File: src/hdl/mhih_pkg.sv
// shared types, codes and constants of the magnetometer hard-iron heading core
package mhih_pkg;

  typedef enum logic [2:0] {
    FN_CAL    = 3'd0,
    FN_FINISH = 3'd1,
    FN_HDG_XY = 3'd2,
    FN_HDG_XZ = 3'd3,
    FN_LOAD   = 3'd4
  } func_e;

  typedef enum logic [2:0] {
    ST_IDLE,
    ST_PREP,
    ST_ITER,
    ST_RESULT,
    ST_BIAS
  } state_e;

  localparam int unsigned TAB_LEN = 24;
  localparam int unsigned TAB_W   = 22;
  // cordic datapath: 17-bit operands scaled by 256, plus room for gain
  localparam int unsigned XW      = 28;
  // angle accumulator, 2^24 units per turn
  localparam int unsigned AW      = 26;
  localparam int unsigned HW      = AW - 8;

  localparam logic signed [AW-1:0] QUARTER_TURN = AW'(4194304);
  localparam logic signed [AW-1:0] ROUND_HALF   = AW'(128);

  typedef logic [$clog2(TAB_LEN)-1:0] tab_idx_t;
  typedef logic signed [16:0]         opnd_t;
  typedef logic signed [15:0]         axis_t;

  typedef struct packed {
    logic     load;
    logic     prerot;
    logic     iter;
    tab_idx_t idx;
  } cdc_ctrl_t;

  typedef struct packed {
    logic upd;
    logic load;
    logic finish;
  } cal_ctrl_t;

  function automatic logic [TAB_W-1:0] atan_tab(input tab_idx_t idx);
    logic [TAB_W-1:0] v;
    case (idx)
      5'd0:    v = 22'd2097152;
      5'd1:    v = 22'd1238021;
      5'd2:    v = 22'd654136;
      5'd3:    v = 22'd332050;
      5'd4:    v = 22'd166669;
      5'd5:    v = 22'd83416;
      5'd6:    v = 22'd41718;
      5'd7:    v = 22'd20860;
      5'd8:    v = 22'd10430;
      5'd9:    v = 22'd5215;
      5'd10:   v = 22'd2608;
      5'd11:   v = 22'd1304;
      5'd12:   v = 22'd652;
      5'd13:   v = 22'd326;
      5'd14:   v = 22'd163;
      5'd15:   v = 22'd81;
      5'd16:   v = 22'd41;
      5'd17:   v = 22'd20;
      5'd18:   v = 22'd10;
      5'd19:   v = 22'd5;
      5'd20:   v = 22'd3;
      5'd21:   v = 22'd1;
      5'd22:   v = 22'd1;
      default: v = '0;
    endcase
    return v;
  endfunction

endpackage

File: src/hdl/mhih_intf.sv
// stream interfaces for sample requests and results
interface mhih_in_if;
  logic              valid;
  logic              ready;
  logic [2:0]        func;
  logic signed [15:0] sample_x;
  logic signed [15:0] sample_y;
  logic signed [15:0] sample_z;

  modport source (output valid, func, sample_x, sample_y, sample_z, input ready);
  modport sink   (input valid, func, sample_x, sample_y, sample_z, output ready);
endinterface

interface mhih_out_if;
  logic               valid;
  logic               ready;
  logic               kind;
  logic signed [16:0] heading;
  logic signed [15:0] bias_x_out;
  logic signed [15:0] bias_y_out;
  logic signed [15:0] bias_z_out;

  modport source (output valid, kind, heading, bias_x_out, bias_y_out, bias_z_out,
                  input ready);
  modport sink   (input valid, kind, heading, bias_x_out, bias_y_out, bias_z_out,
                  output ready);
endinterface

File: src/hdl/mhih_calib.sv
// per-axis running min/max and hard-iron bias registers
module mhih_calib (
  input  logic                clk_i,
  input  logic                rst_ni,
  input  mhih_pkg::cal_ctrl_t ctrl_i,
  input  mhih_pkg::axis_t     smp_x_i,
  input  mhih_pkg::axis_t     smp_y_i,
  input  mhih_pkg::axis_t     smp_z_i,
  output mhih_pkg::axis_t     bias_x_o,
  output mhih_pkg::axis_t     bias_y_o,
  output mhih_pkg::axis_t     bias_z_o,
  output mhih_pkg::axis_t     fin_x_o,
  output mhih_pkg::axis_t     fin_y_o,
  output mhih_pkg::axis_t     fin_z_o
);

  mhih_pkg::axis_t min_q [3];
  mhih_pkg::axis_t min_d [3];
  mhih_pkg::axis_t max_q [3];
  mhih_pkg::axis_t max_d [3];
  mhih_pkg::axis_t bias_q [3];
  mhih_pkg::axis_t bias_d [3];
  mhih_pkg::axis_t smp [3];
  mhih_pkg::axis_t fin [3];
  logic signed [16:0] sum [3];
  logic signed [16:0] sum_adj [3];

  assign smp[0] = smp_x_i;
  assign smp[1] = smp_y_i;
  assign smp[2] = smp_z_i;

  always_comb begin
    for (int a = 0; a < 3; a++) begin
      sum[a]     = 17'(max_q[a]) + 17'(min_q[a]);
      // round toward zero before halving
      sum_adj[a] = sum[a] + 17'(sum[a][16]);
      fin[a]     = sum_adj[a][16:1];
      min_d[a]   = min_q[a];
      max_d[a]   = max_q[a];
      bias_d[a]  = bias_q[a];
      if (ctrl_i.upd) begin
        if (smp[a] < min_q[a]) min_d[a] = smp[a];
        if (smp[a] > max_q[a]) max_d[a] = smp[a];
      end
      if (ctrl_i.load) begin
        bias_d[a] = smp[a];
      end else if (ctrl_i.finish) begin
        bias_d[a] = fin[a];
      end
    end
  end

  always_ff @(posedge clk_i or negedge rst_ni) begin
    if (!rst_ni) begin
      for (int a = 0; a < 3; a++) begin
        min_q[a]  <= 16'sh7fff;
        max_q[a]  <= 16'sh8000;
        bias_q[a] <= '0;
      end
    end else begin
      for (int a = 0; a < 3; a++) begin
        min_q[a]  <= min_d[a];
        max_q[a]  <= max_d[a];
        bias_q[a] <= bias_d[a];
      end
    end
  end

  assign bias_x_o = bias_q[0];
  assign bias_y_o = bias_q[1];
  assign bias_z_o = bias_q[2];
  assign fin_x_o  = fin[0];
  assign fin_y_o  = fin[1];
  assign fin_z_o  = fin[2];

endmodule

File: src/hdl/mhih_cordic.sv
// shared cordic vectoring unit: one micro-rotation per step
module mhih_cordic (
  input  logic                        clk_i,
  input  mhih_pkg::cdc_ctrl_t         ctrl_i,
  input  mhih_pkg::opnd_t             x_i,
  input  mhih_pkg::opnd_t             y_i,
  output logic signed [mhih_pkg::AW-1:0] ang_o,
  output logic                        zero_o
);

  localparam int unsigned XW = mhih_pkg::XW;
  localparam int unsigned AW = mhih_pkg::AW;

  logic signed [XW-1:0] x_q, x_d;
  logic signed [XW-1:0] y_q, y_d;
  logic signed [AW-1:0] ang_q, ang_d;
  logic                 zero_q, zero_d;
  logic signed [XW-1:0] dx, dy;
  logic signed [AW-1:0] tab_ext;

  assign dx      = y_q >>> ctrl_i.idx;
  assign dy      = x_q >>> ctrl_i.idx;
  assign tab_ext = AW'(mhih_pkg::atan_tab(ctrl_i.idx));

  always_comb begin
    x_d    = x_q;
    y_d    = y_q;
    ang_d  = ang_q;
    zero_d = zero_q;
    if (ctrl_i.load) begin
      x_d    = {{(XW-25){x_i[16]}}, x_i, 8'b0};
      y_d    = {{(XW-25){y_i[16]}}, y_i, 8'b0};
      ang_d  = '0;
      zero_d = (x_i == '0) && (y_i == '0);
    end else if (ctrl_i.prerot) begin
      // turn a left-half vector by a quarter turn into the right half
      if (x_q < 0) begin
        if (y_q >= 0) begin
          x_d   = y_q;
          y_d   = -x_q;
          ang_d = mhih_pkg::QUARTER_TURN;
        end else begin
          x_d   = -y_q;
          y_d   = x_q;
          ang_d = -mhih_pkg::QUARTER_TURN;
        end
      end
    end else if (ctrl_i.iter) begin
      if (y_q >= 0) begin
        x_d   = x_q + dx;
        y_d   = y_q - dy;
        ang_d = ang_q + tab_ext;
      end else begin
        x_d   = x_q - dx;
        y_d   = y_q + dy;
        ang_d = ang_q - tab_ext;
      end
    end
  end

  always_ff @(posedge clk_i) begin
    x_q    <= x_d;
    y_q    <= y_d;
    ang_q  <= ang_d;
    zero_q <= zero_d;
  end

  assign ang_o  = ang_q;
  assign zero_o = zero_q;

endmodule

File: src/hdl/magnetometer_hard_iron_heading_core.sv
// top level: sequencer, calibration store, cordic unit and result register
// Usage
//   in_i  : one request per transfer: func, sample_x, sample_y, sample_z.
//           func 0 folds the sample into the per-axis min/max, func 4 loads the
//           biases, func 1 finishes calibration, func 2/3 ask for a heading.
//   out_o : one result for func 1, 2 and 3; kind 1 carries biases, kind 0 a heading.
// Sequence
//   func 0 and 4 complete at the transfer; unused codes are dropped at the transfer.
//   func 1: the transfer, then the bias step registers the bias result.
//   func 2 and 3: the transfer latches the operands, the prep step does the
//   quarter-turn pre-rotation, CORDIC_STEPS iteration steps run the shared
//   add/shift unit, the result step rounds the angle into the output register.
//   in_i.ready is high only between requests.
// Reset
//   minima go to +32767, maxima to -32768, biases to zero; no result pending.
// Stall
//   the output register holds a result until taken; a new request is still
//   accepted, but its own result waits in the sequencer until the register frees.
module magnetometer_hard_iron_heading_core #(
  parameter int unsigned CORDIC_STEPS = 16
) (
  input  logic              clk_i,
  input  logic              rst_ni,
  mhih_in_if.sink           in_i,
  mhih_out_if.source        out_o
);

  localparam int unsigned CntW = $clog2(CORDIC_STEPS);
  localparam logic [CntW-1:0] LastStep = CntW'(CORDIC_STEPS - 1);
  localparam int unsigned AW = mhih_pkg::AW;
  localparam int unsigned HW = mhih_pkg::HW;

  mhih_pkg::state_e    state_q, state_d;
  logic [CntW-1:0]     cnt_q, cnt_d;
  logic                xz_q, xz_d;
  logic                in_xfer;
  logic                slot_free;
  logic                out_load;
  logic                out_bias;
  mhih_pkg::cdc_ctrl_t cdc_ctrl;
  mhih_pkg::cal_ctrl_t cal_ctrl;
  mhih_pkg::opnd_t     op_x, op_y;
  mhih_pkg::axis_t     bias_x, bias_y, bias_z;
  mhih_pkg::axis_t     fin_x, fin_y, fin_z;
  logic signed [AW-1:0] ang;
  logic                ang_zero;
  logic signed [AW-1:0] ang_rnd;
  logic signed [HW-1:0] hdg_full;
  logic signed [16:0]  hdg;

  logic                out_valid_q;
  logic                out_kind_q;
  logic signed [16:0]  out_hdg_q;
  mhih_pkg::axis_t     out_bx_q, out_by_q, out_bz_q;

  assign in_xfer   = in_i.valid && in_i.ready;
  assign slot_free = !out_valid_q || out_o.ready;

  // next state
  always_comb begin
    state_d = state_q;
    cnt_d   = cnt_q;
    xz_d    = xz_q;
    unique case (state_q)
      mhih_pkg::ST_IDLE: begin
        if (in_i.valid) begin
          case (in_i.func) inside
            mhih_pkg::FN_FINISH: state_d = mhih_pkg::ST_BIAS;
            mhih_pkg::FN_HDG_XY, mhih_pkg::FN_HDG_XZ: begin
              state_d = mhih_pkg::ST_PREP;
              xz_d    = (in_i.func == mhih_pkg::FN_HDG_XZ);
            end
            default: state_d = mhih_pkg::ST_IDLE;
          endcase
        end
      end
      mhih_pkg::ST_PREP: begin
        state_d = mhih_pkg::ST_ITER;
        cnt_d   = '0;
      end
      mhih_pkg::ST_ITER: begin
        if (cnt_q == LastStep) begin
          state_d = mhih_pkg::ST_RESULT;
        end else begin
          cnt_d = cnt_q + 1'b1;
        end
      end
      mhih_pkg::ST_RESULT: begin
        if (slot_free) state_d = mhih_pkg::ST_IDLE;
      end
      mhih_pkg::ST_BIAS: begin
        if (slot_free) state_d = mhih_pkg::ST_IDLE;
      end
      default: state_d = mhih_pkg::ST_IDLE;
    endcase
  end

  // outputs of the sequencer
  always_comb begin
    in_i.ready      = 1'b0;
    cdc_ctrl        = '0;
    cdc_ctrl.idx    = mhih_pkg::tab_idx_t'(cnt_q);
    cal_ctrl        = '0;
    out_load        = 1'b0;
    out_bias        = 1'b0;
    unique case (state_q)
      mhih_pkg::ST_IDLE: begin
        in_i.ready = 1'b1;
        if (in_i.valid) begin
          case (in_i.func) inside
            mhih_pkg::FN_CAL:    cal_ctrl.upd  = 1'b1;
            mhih_pkg::FN_LOAD:   cal_ctrl.load = 1'b1;
            mhih_pkg::FN_HDG_XY, mhih_pkg::FN_HDG_XZ: cdc_ctrl.load = 1'b1;
            default: ;
          endcase
        end
      end
      mhih_pkg::ST_PREP:   cdc_ctrl.prerot = 1'b1;
      mhih_pkg::ST_ITER:   cdc_ctrl.iter   = 1'b1;
      mhih_pkg::ST_RESULT: out_load        = slot_free;
      mhih_pkg::ST_BIAS: begin
        out_load        = slot_free;
        out_bias        = 1'b1;
        cal_ctrl.finish = slot_free;
      end
      default: ;
    endcase
  end

  // operand selection at the request transfer
  always_comb begin
    if (in_i.func == mhih_pkg::FN_HDG_XZ) begin
      op_x = 17'(in_i.sample_x) - 17'(bias_x);
      op_y = 17'(in_i.sample_z) - 17'(bias_z);
    end else begin
      op_x = 17'(in_i.sample_x);
      op_y = 17'(in_i.sample_y);
    end
  end

  mhih_calib u_calib (
    .clk_i    (clk_i),
    .rst_ni   (rst_ni),
    .ctrl_i   (cal_ctrl),
    .smp_x_i  (in_i.sample_x),
    .smp_y_i  (in_i.sample_y),
    .smp_z_i  (in_i.sample_z),
    .bias_x_o (bias_x),
    .bias_y_o (bias_y),
    .bias_z_o (bias_z),
    .fin_x_o  (fin_x),
    .fin_y_o  (fin_y),
    .fin_z_o  (fin_z)
  );

  mhih_cordic u_cordic (
    .clk_i  (clk_i),
    .ctrl_i (cdc_ctrl),
    .x_i    (op_x),
    .y_i    (op_y),
    .ang_o  (ang),
    .zero_o (ang_zero)
  );

  // round 2^24-per-turn angle to 2^16 units, xy wraps into one turn
  assign ang_rnd  = ang + mhih_pkg::ROUND_HALF;
  assign hdg_full = ang_rnd[AW-1:8];
  always_comb begin
    if (ang_zero) begin
      hdg = '0;
    end else if (xz_q) begin
      hdg = hdg_full[16:0];
    end else begin
      hdg = {1'b0, hdg_full[15:0]};
    end
  end

  always_ff @(posedge clk_i or negedge rst_ni) begin
    if (!rst_ni) begin
      state_q     <= mhih_pkg::ST_IDLE;
      cnt_q       <= '0;
      xz_q        <= 1'b0;
      out_valid_q <= 1'b0;
    end else begin
      state_q <= state_d;
      cnt_q   <= cnt_d;
      xz_q    <= xz_d;
      if (out_load) begin
        out_valid_q <= 1'b1;
      end else if (out_o.ready) begin
        out_valid_q <= 1'b0;
      end
    end
  end

  always_ff @(posedge clk_i) begin
    if (out_load) begin
      out_kind_q <= out_bias;
      out_hdg_q  <= out_bias ? 17'sd0 : hdg;
      out_bx_q   <= out_bias ? fin_x : 16'sd0;
      out_by_q   <= out_bias ? fin_y : 16'sd0;
      out_bz_q   <= out_bias ? fin_z : 16'sd0;
    end
  end

  assign out_o.valid      = out_valid_q;
  assign out_o.kind       = out_kind_q;
  assign out_o.heading    = out_hdg_q;
  assign out_o.bias_x_out = out_bx_q;
  assign out_o.bias_y_out = out_by_q;
  assign out_o.bias_z_out = out_bz_q;

  // a result only appears from the result or bias step of the sequencer
  assert property (@(posedge clk_i) disable iff (!rst_ni)
    $rose(out_valid_q) |->
      ($past(state_q) == mhih_pkg::ST_RESULT || $past(state_q) == mhih_pkg::ST_BIAS))
    else $error("result raised outside a result step");

  // the step counter stays inside the table during iteration
  assert property (@(posedge clk_i) disable iff (!rst_ni)
    state_q == mhih_pkg::ST_ITER |-> cnt_q <= LastStep)
    else $error("cordic step counter overran");

  // a request is only taken while the sequencer is idle, with no cordic pass or bias step in flight
  assert property (@(posedge clk_i) disable iff (!rst_ni)
    in_xfer |-> state_q == mhih_pkg::ST_IDLE)
    else $error("request transfer while busy");

  // bias results carry no heading, heading results carry no biases
  assert property (@(posedge clk_i) disable iff (!rst_ni)
    out_valid_q |-> (out_kind_q ? (out_hdg_q == '0)
                     : (out_bx_q == '0 && out_by_q == '0 && out_bz_q == '0)))
    else $error("result fields mixed between kinds");

endmodule
File: src/flat_wrapper.sv
// flat-port wrapper written by rule: the top's interface ports become plain ports
module magnetometer_hard_iron_heading_core_flat 
#(
  parameter int unsigned CORDIC_STEPS = 16
)
  (clk_i, rst_ni, in_i_valid, in_i_func, in_i_sample_x, in_i_sample_y, in_i_sample_z, in_i_ready, out_o_valid, out_o_kind, out_o_heading, out_o_bias_x_out, out_o_bias_y_out, out_o_bias_z_out, out_o_ready);
  mhih_in_if in_i_i ();
  mhih_out_if out_o_i ();
  input  logic clk_i;
  input  logic rst_ni;
  input wire logic [$bits(in_i_i.valid)-1:0] in_i_valid;
  input wire logic [$bits(in_i_i.func)-1:0] in_i_func;
  input wire logic [$bits(in_i_i.sample_x)-1:0] in_i_sample_x;
  input wire logic [$bits(in_i_i.sample_y)-1:0] in_i_sample_y;
  input wire logic [$bits(in_i_i.sample_z)-1:0] in_i_sample_z;
  output wire logic [$bits(in_i_i.ready)-1:0] in_i_ready;
  output wire logic [$bits(out_o_i.valid)-1:0] out_o_valid;
  output wire logic [$bits(out_o_i.kind)-1:0] out_o_kind;
  output wire logic [$bits(out_o_i.heading)-1:0] out_o_heading;
  output wire logic [$bits(out_o_i.bias_x_out)-1:0] out_o_bias_x_out;
  output wire logic [$bits(out_o_i.bias_y_out)-1:0] out_o_bias_y_out;
  output wire logic [$bits(out_o_i.bias_z_out)-1:0] out_o_bias_z_out;
  input wire logic [$bits(out_o_i.ready)-1:0] out_o_ready;
  assign in_i_i.valid = in_i_valid;
  assign in_i_i.func = in_i_func;
  assign in_i_i.sample_x = in_i_sample_x;
  assign in_i_i.sample_y = in_i_sample_y;
  assign in_i_i.sample_z = in_i_sample_z;
  assign in_i_ready = in_i_i.ready;
  assign out_o_valid = out_o_i.valid;
  assign out_o_kind = out_o_i.kind;
  assign out_o_heading = out_o_i.heading;
  assign out_o_bias_x_out = out_o_i.bias_x_out;
  assign out_o_bias_y_out = out_o_i.bias_y_out;
  assign out_o_bias_z_out = out_o_i.bias_z_out;
  assign out_o_i.ready = out_o_ready;
  magnetometer_hard_iron_heading_core #(.CORDIC_STEPS(CORDIC_STEPS)) u_core (.clk_i(clk_i), .rst_ni(rst_ni), .in_i(in_i_i), .out_o(out_o_i));
endmodule
File: config.mk
export PLATFORM = sky130hd
export DESIGN_NAME = magnetometer_hard_iron_heading_core_flat
export DESIGN_NICKNAME = d
export VERILOG_FILES = /design/src/hdl/mhih_pkg.sv /design/src/hdl/mhih_intf.sv /design/src/hdl/mhih_calib.sv /design/src/hdl/mhih_cordic.sv /design/src/hdl/magnetometer_hard_iron_heading_core.sv /design/src/flat_wrapper.sv
export SDC_FILE = /design/constraint.sdc
export NUM_CORES = 1
export LEC_CHECK = 0
export BUFFER_PORTS_ARGS = -buffer_cell sky130_fd_sc_hd__buf_4
export CAP_MARGIN = 40
export CORE_MARGIN = 4
export CORE_UTILIZATION = 57
export CTS_CLUSTER_DIAMETER = 120
export DETAILED_ROUTE_END_ITERATION = 10
export PLACE_DENSITY = 0.75
export SLEW_MARGIN = 20
export SYNTH_ARGS = -nofsm -noshare
export SYNTH_HDL_FRONTEND = slang
export SYNTH_SLANG_ARGS = --single-unit
File: constraint.sdc
create_clock -name clk_i -period 16.3 [get_ports clk_i]
set_input_delay 3.26 -clock clk_i [delete_from_list [all_inputs] [get_ports clk_i]]
set_output_delay 3.26 -clock clk_i [all_outputs]
set_load 0.03 [all_outputs]
Word-level counts from Yosys, hierarchy flattened:

Memory sizes are Yosys's and may differ from the RTL's.
Cells that the tools add are included.

* memories kept: 1
* ROM bits: 704
* output and inout port bits: 68
* register bits after elaboration: 286
* word-level logic and storage cells: 146

* magnitude comparators: 8
* multiplexer cells: 49
* equality and inequality tests: 15
* shift operators: 2
* bitwise logic cells: 2
* add/sub/neg operators: 18
* reductions and logical operators: 27

Memories
* (no name shown): depth 32, width 22, rd ports 1, clocked after memory_dff 0, wr ports 0, line mhih_pkg.sv:50 `case (idx)`

Operators with widths (number)
* two-way mux 28 bit: 12
* two-way mux 26 bit: 5
* two-way mux 16 bit: 4
* adder 28 bit: 2
* negator 28 bit: 2
* >>> shifter 28 x 4 -> 28 bit: 2
* subtractor 28 bit: 2
* adder 16 x 16 -> 17 bit: 3
* adder 17 x 1 -> 17 bit: 3
* > comparator 16 bit: 3
* < comparator 16 bit: 3
* zero test 17 bit: 2
* two-way mux 17 bit: 2
* subtractor 16 x 16 -> 17 bit: 2
* greater-or-equal comparator 28 x 1 -> 1 bit, second input constant: 1
* < comparator 28 x 1 -> 1 bit, second input constant: 1
* adder 26 x 23 -> 26 bit: 1
* subtractor 26 x 23 -> 26 bit: 1
* adder 25 x 9 -> 25 bit, second input constant: 1
* AND reduction 2 bit: 9
* two-way mux 1 bit: 17
* == test 3 x 2 -> 1 bit, second input constant: 4
* two-way mux 3 bit: 4
* one-hot mux 3 bit (4 select lines): 1
* other kinds (21): 34

Logic depth before layout (Yosys ltp):

* depth after elaboration: 9
* mapped depth: 27

Cells and area by module:

From an unflattened synthesis, not the netlist that was laid out.

* cells, all modules: 3664
* area total of the unflattened synthesis: 31631.6 um^2

Modules (own cells, without submodules)
* mhih_cordic: seq. area each 2072.0 um^2, times used 1, area each 14660.3 um^2, cells an instance 1856
* mhih_calib: seq. area each 3663.5 um^2, times used 1, area each 11713.7 um^2, cells an instance 1242
* magnetometer_hard_iron_heading_core: seq. area each 2207.1 um^2, times used 1, area each 5257.5 um^2, cells an instance 566

Worst setup path before layout:

OpenSTA, ideal clock, no wires.

* path type: input -> register
* from: input port out_o_ready
* to: register u_core.out_bx_q[0] (netlist: u_core.out_o.bias_x_out[0]) (enable)
* arrival time: 6.111 ns
* stages: 2
* library setup time: 0.491 ns
* required time: 15.809 ns
* setup slack: 9.698 ns
* path through: nor2b_1 > nor2_1

* longest elaborated chain between the ends: 2

Ends and longest elaborated chain
* from (decl): line flat_wrapper.sv:23 `input wire logic [$bits(out_o_i.ready)-1:0] out_o_ready;`
* logical OR 1 bit: line magnetometer_hard_iron_heading_core.sv:57 `assign slot_free = !out_valid_q || out_o.ready;`
* two-way mux 1 bit: line magnetometer_hard_iron_heading_core.sv:106 `unique case (state_q)`
* via u_core.out_load: line magnetometer_hard_iron_heading_core.sv:38 `logic out_load;`
* to (signal assigned): line magnetometer_hard_iron_heading_core.sv:200 `out_bx_q <= out_bias ? fin_x : 16'sd0;`
* to (decl): line magnetometer_hard_iron_heading_core.sv:54 `mhih_pkg::axis_t out_bx_q, out_by_q, out_bz_q;`

The timed path passes the listed nets, and every way through them passes these cells.
A chain may end at the register's enable or synchronous reset.

Worst setup path after layout:

* from: register u_core.cnt_q[2]
* to: register u_core.u_cordic.x_q[26], data pin

* longest elaborated chain between the ends: 6
* elaborated cells between the ends (all ways): 7
* those cells by class: add/sub (2); shift (1); mux (4)

Ends and longest elaborated chain
* from (decl): line magnetometer_hard_iron_heading_core.sv:34 `logic [CntW-1:0] cnt_q, cnt_d;`
* from (signal assigned): line magnetometer_hard_iron_heading_core.sv:186 `cnt_q <= cnt_d;`
* >>> shifter 28 x 4 -> 28 bit (*): line mhih_cordic.sv:21 `assign dx = y_q >>> ctrl_i.idx;`
* subtractor 28 bit / adder 28 bit (equally long branches): line mhih_cordic.sv:54, mhih_cordic.sv:50
* two-way mux 28 bit (*): line mhih_cordic.sv:49 `if (y_q >= 0) begin`
* two-way mux 28 bit (*): line mhih_cordic.sv:48 `end else if (ctrl_i.iter) begin`
* two-way mux 28 bit (*): line mhih_cordic.sv:35 `end else if (ctrl_i.prerot) begin`
* two-way mux 28 bit (*): line mhih_cordic.sv:30 `if (ctrl_i.load) begin`
* via u_core.u_cordic.x_d[26]: line mhih_cordic.sv:14 `logic signed [XW-1:0] x_q, x_d;`
* to (signal assigned): line mhih_cordic.sv:62 `x_q <= x_d;`
* to (decl): line mhih_cordic.sv:14

The timed path passes the listed nets; every way through them passes the cells marked *. The select of a mux whose other input is x is not followed.

==> key figures <==
Status
  – Outcome: finished, final reports clean

Synth
  – Largest area contributor in the netlist: ha_1
  – Gate Count Post-Synth: 3421
  – Post-synth cell types: 98
  – Post-synth ARST share: 48.07%
  – Post-synth EDFFs: 107
  – Mapped cell area: 28980 µm²
  – Post-synthesis average cell area: 8.472 µm²
  – Top-area cell type share of the netlist area: 11.83%
  – Post-Syn Nets: 3758
  – Synthesized flop and latch total: 285
  – Synth warn: 0
  – Synth area leaders: ha_1, edfxtp_1, dfrtp_1, xnor2_1, o21ai_0
  – Most used DFF post-synth: edfxtp_1
  – Sequential cell area fraction in the yosys report: 25.95%

Clocking
  – CTS Buf Count: 36
  – Clock Pin Slew Worst Setup and Hold Paths: 60 ps
  – H-Tree Depth: 2
  – Setup bufs post-CTS: 0
  – Clk buf depth: 3
  – Clock tree sinks: 285
  – CTS tree: yes
  – Post_cts resized: 0
  – Post-CTS Hold Buffers: 0
  – Root buf cell: clkbuf_16
  – Clk_lat worst skew: 580 ps

STA
  – Clock Skew: 29.93 ps
  – Setup-failing EPs final: 0
  – Slew Limit Fails: 0
  – Tmin final: 6486 ps
  – Unrepaired setup endpoints after global routing: no
  – Final hold violations: 0
  – F_max: 154.2 MHz
  – Fin crit share: 39.79%
  – Slew @ Worst Pin: 870.0 ps
  – Slew headroom: 41.47%
  – Sum of negative setup slack: 0 ps

Floorplanning
  – IO Pins: 123
  – Die height: 233.5 µm
  – Die area: 54520 µm²
  – Starting Density: 57.77%
  – Row cnt: 82
  – Placeable Area: 50170 µm²
  – Die span in x: 233.5 µm

Min path
  – Hold Crit Class: flop to flop
  – HP Start: u_core.xz_q

Drt
  – Met3 WL: 7151 µm
  – Initial drt markers: 2541
  – Max layer used: met4
  – Detailed Routing Iterations Pass 1: 7
  – Final WL: 90200 µm
  – Vias post-DR: 26840
  – # DRC: 0
  – WL/cell: 21.74 µm
  – Vias per inst: 6.468
  – Final ANT Viol Nets: 0
  – Met1 WL: 36590 µm
  – Met2 WL post-DR: 42740 µm

Global routing
  – First-pass GRT wire length: 142000 µm
  – Vias in the first global route: 26120
  – GRT overflow: 0
  – Largest net degree at the start of global routing: 76
  – GRT Total Usage: 32.40%
  – Initial antenna violation count: 0

Setup path
  – R2R Path Start: u_core.cnt_q[2]
  – Req. time, crit path: 16600 ps
  – Slowest-stage cell, CP: dfrtp_2
  – Nature of the critical path endpoint: flop
  – CP Max Fanout: 58
  – Crit Path Class: flop to flop
  – WP data arrival: 6780 ps
  – Slowest stage delay, CP: 820 ps
  – CP Cell Sequence: buf_4 -> or2_1 -> o221ai_1 -> a21oi_1 -> or3_1 -> ha_1 -> a21boi_0 -> nand2_1 -> nand2_1 -> xnor2_1 -> ha_1 -> a211o_1 -> o211ai_1 -> nand2b_1 -> o21a_1 -> o31a_1 -> o41a_1 -> a221o_1 -> a31oi_1 -> xor2_1 -> o221ai_1
  – Worst setup startpoint: u_core.cnt_q[2]
  – Startpoint types: flop

Finish
  – Most frequent cells in the layout: nand2_1, nor2_1, ha_1
  – Final cell count without fillers: 4149
  – ANT cells: 0
  – Share of cells above drive strength 1: 13.32%
  – Fin nets: 3786
  – Area growth syn-to-layout: 9.363%
  – Commonest non-fill, non-tap cell in the layout: nand2_1

Place
  – Detailed placement HPWL: 66430 µm
  – Routability cong.: 0.9997
  – I/O Buffers: 122
  – Placed Cells: 4076

Job
  – Max-cap violations: 0
## per-layer routing
layer | vias up | track usage (%)
met5 | - | 0
met4 | 0 | 12.57
met3 | 230 | 5.476
met2 | 1068 | 55.20
met1 | 12960 | 41.14
li1 | 12580 | -
## flip-flops by register name, summed over array words and instances (netlist names), 16 cells and up
register,count
u_core.out_o.bias_x_out,16
u_core.out_o.bias_y_out,16
u_core.out_o.bias_z_out,16
u_core.out_o.heading,17
u_core.u_calib.bias_x_o,16
u_core.u_calib.bias_z_o,16
u_core.u_calib.max_q,48
u_core.u_calib.min_q,48
u_core.u_cordic.ang_o,25
u_core.u_cordic.x_q,28
u_core.u_cordic.y_q,28
## worst paths after layout
kind / end / slack (ps) / depth (start not counted)
max reg2reg: u_core.u_cordic.x_q[26] / 9810 / 21
min reg2reg: u_core.xz_q / 480 / 2
max in group asynchronous: u_core.u_calib.min_q[34] / 12520 / 3
max: u_core.u_cordic.x_q[26] / 9810 / 21
min: u_core.xz_q / 480 / 2
min in group asynchronous: u_core.u_calib.max_q[0] / 2690 / 1
## critical path, delay by kind of cell (launching register included)
kind                     cells  cell delay [ps]
flip-flops                   1              820
AO/OA/AOI/OAI               11             2980
AND/OR/NAND/NOR              5              960
adder cells (fa/ha/maj)      2              500
XOR/XNOR                     2              300
buffers and inverters        1              650
## Yosys cell counts, types with 23 or more instances
cell type and n:
a21oi_1 220, o21ai_0 273, clkbuf_1 125, a31oi_1 44, nand4_1 42, nor2_1 288
o21a_1 42, and3_1 24, edfxtp_1 107, dfstp_2 48, dfrtp_1 89, a211oi_1 44
and2_1 23, ha_1 274, a22oi_1 40, a21o_1 92, xor2_1 128, nor3_1 57
nor2b_1 35, o31ai_1 35, xnor2_1 160, dfxtp_1 41, mux2i_1 71, or3_1 28
mux4_2 44, nand2_1 303, nand3_1 61, nand2b_1 42, o211ai_1 32, inv_1 198
mux2_2 101
## cell type report
type | count | area, µm²
multi-input cells | 2764 | 20010
fillers | 4266 | 18470
flip-flops and latches | 285 | 7532
repair buffers | 163 | 1320
clock buffers | 44 | 993.5
well taps | 672 | 840.8
inverters | 199 | 747.0
clock inverters | 22 | 251.5
## through the flow
step / hold slack [ps] / setup WS (ps) / area, µm² / util (%)
4_1_cts: 480.3 / 9845 / 31590 / 62.97
6_report: 475.4 / 9814 / 31700 / 63.18
3_5_place_dp: 458.7 / 9589 / 30350 / 60.49
5_1_grt: 494.0 / 9416 / 31700 / 63.18
3_3_place_gp: 442.3 / 9654 / 30280 / 60.35
2_1_floorplan: 431.5 / 9698 / 28980 / -
## cell families (layout without fill, tap and decap cells)
kind of cell | Yosys count | after routing | synth area share (%)
buf+inv | 372 | 428 | 5.137
flops | 285 | 285 | 25.95
fa+ha+maj | 282 | 282 | 12.38
mux | 219 | 219 | 9.924
xor+xnor | 288 | 288 | 8.703
simple gates | 994 | 994 | 16.29
compound gates | 981 | 981 | 21.61
Power is left out: the tool's default activity adds up to more than one toggle a clock period on the data nets, which glitch-free logic cannot reach.
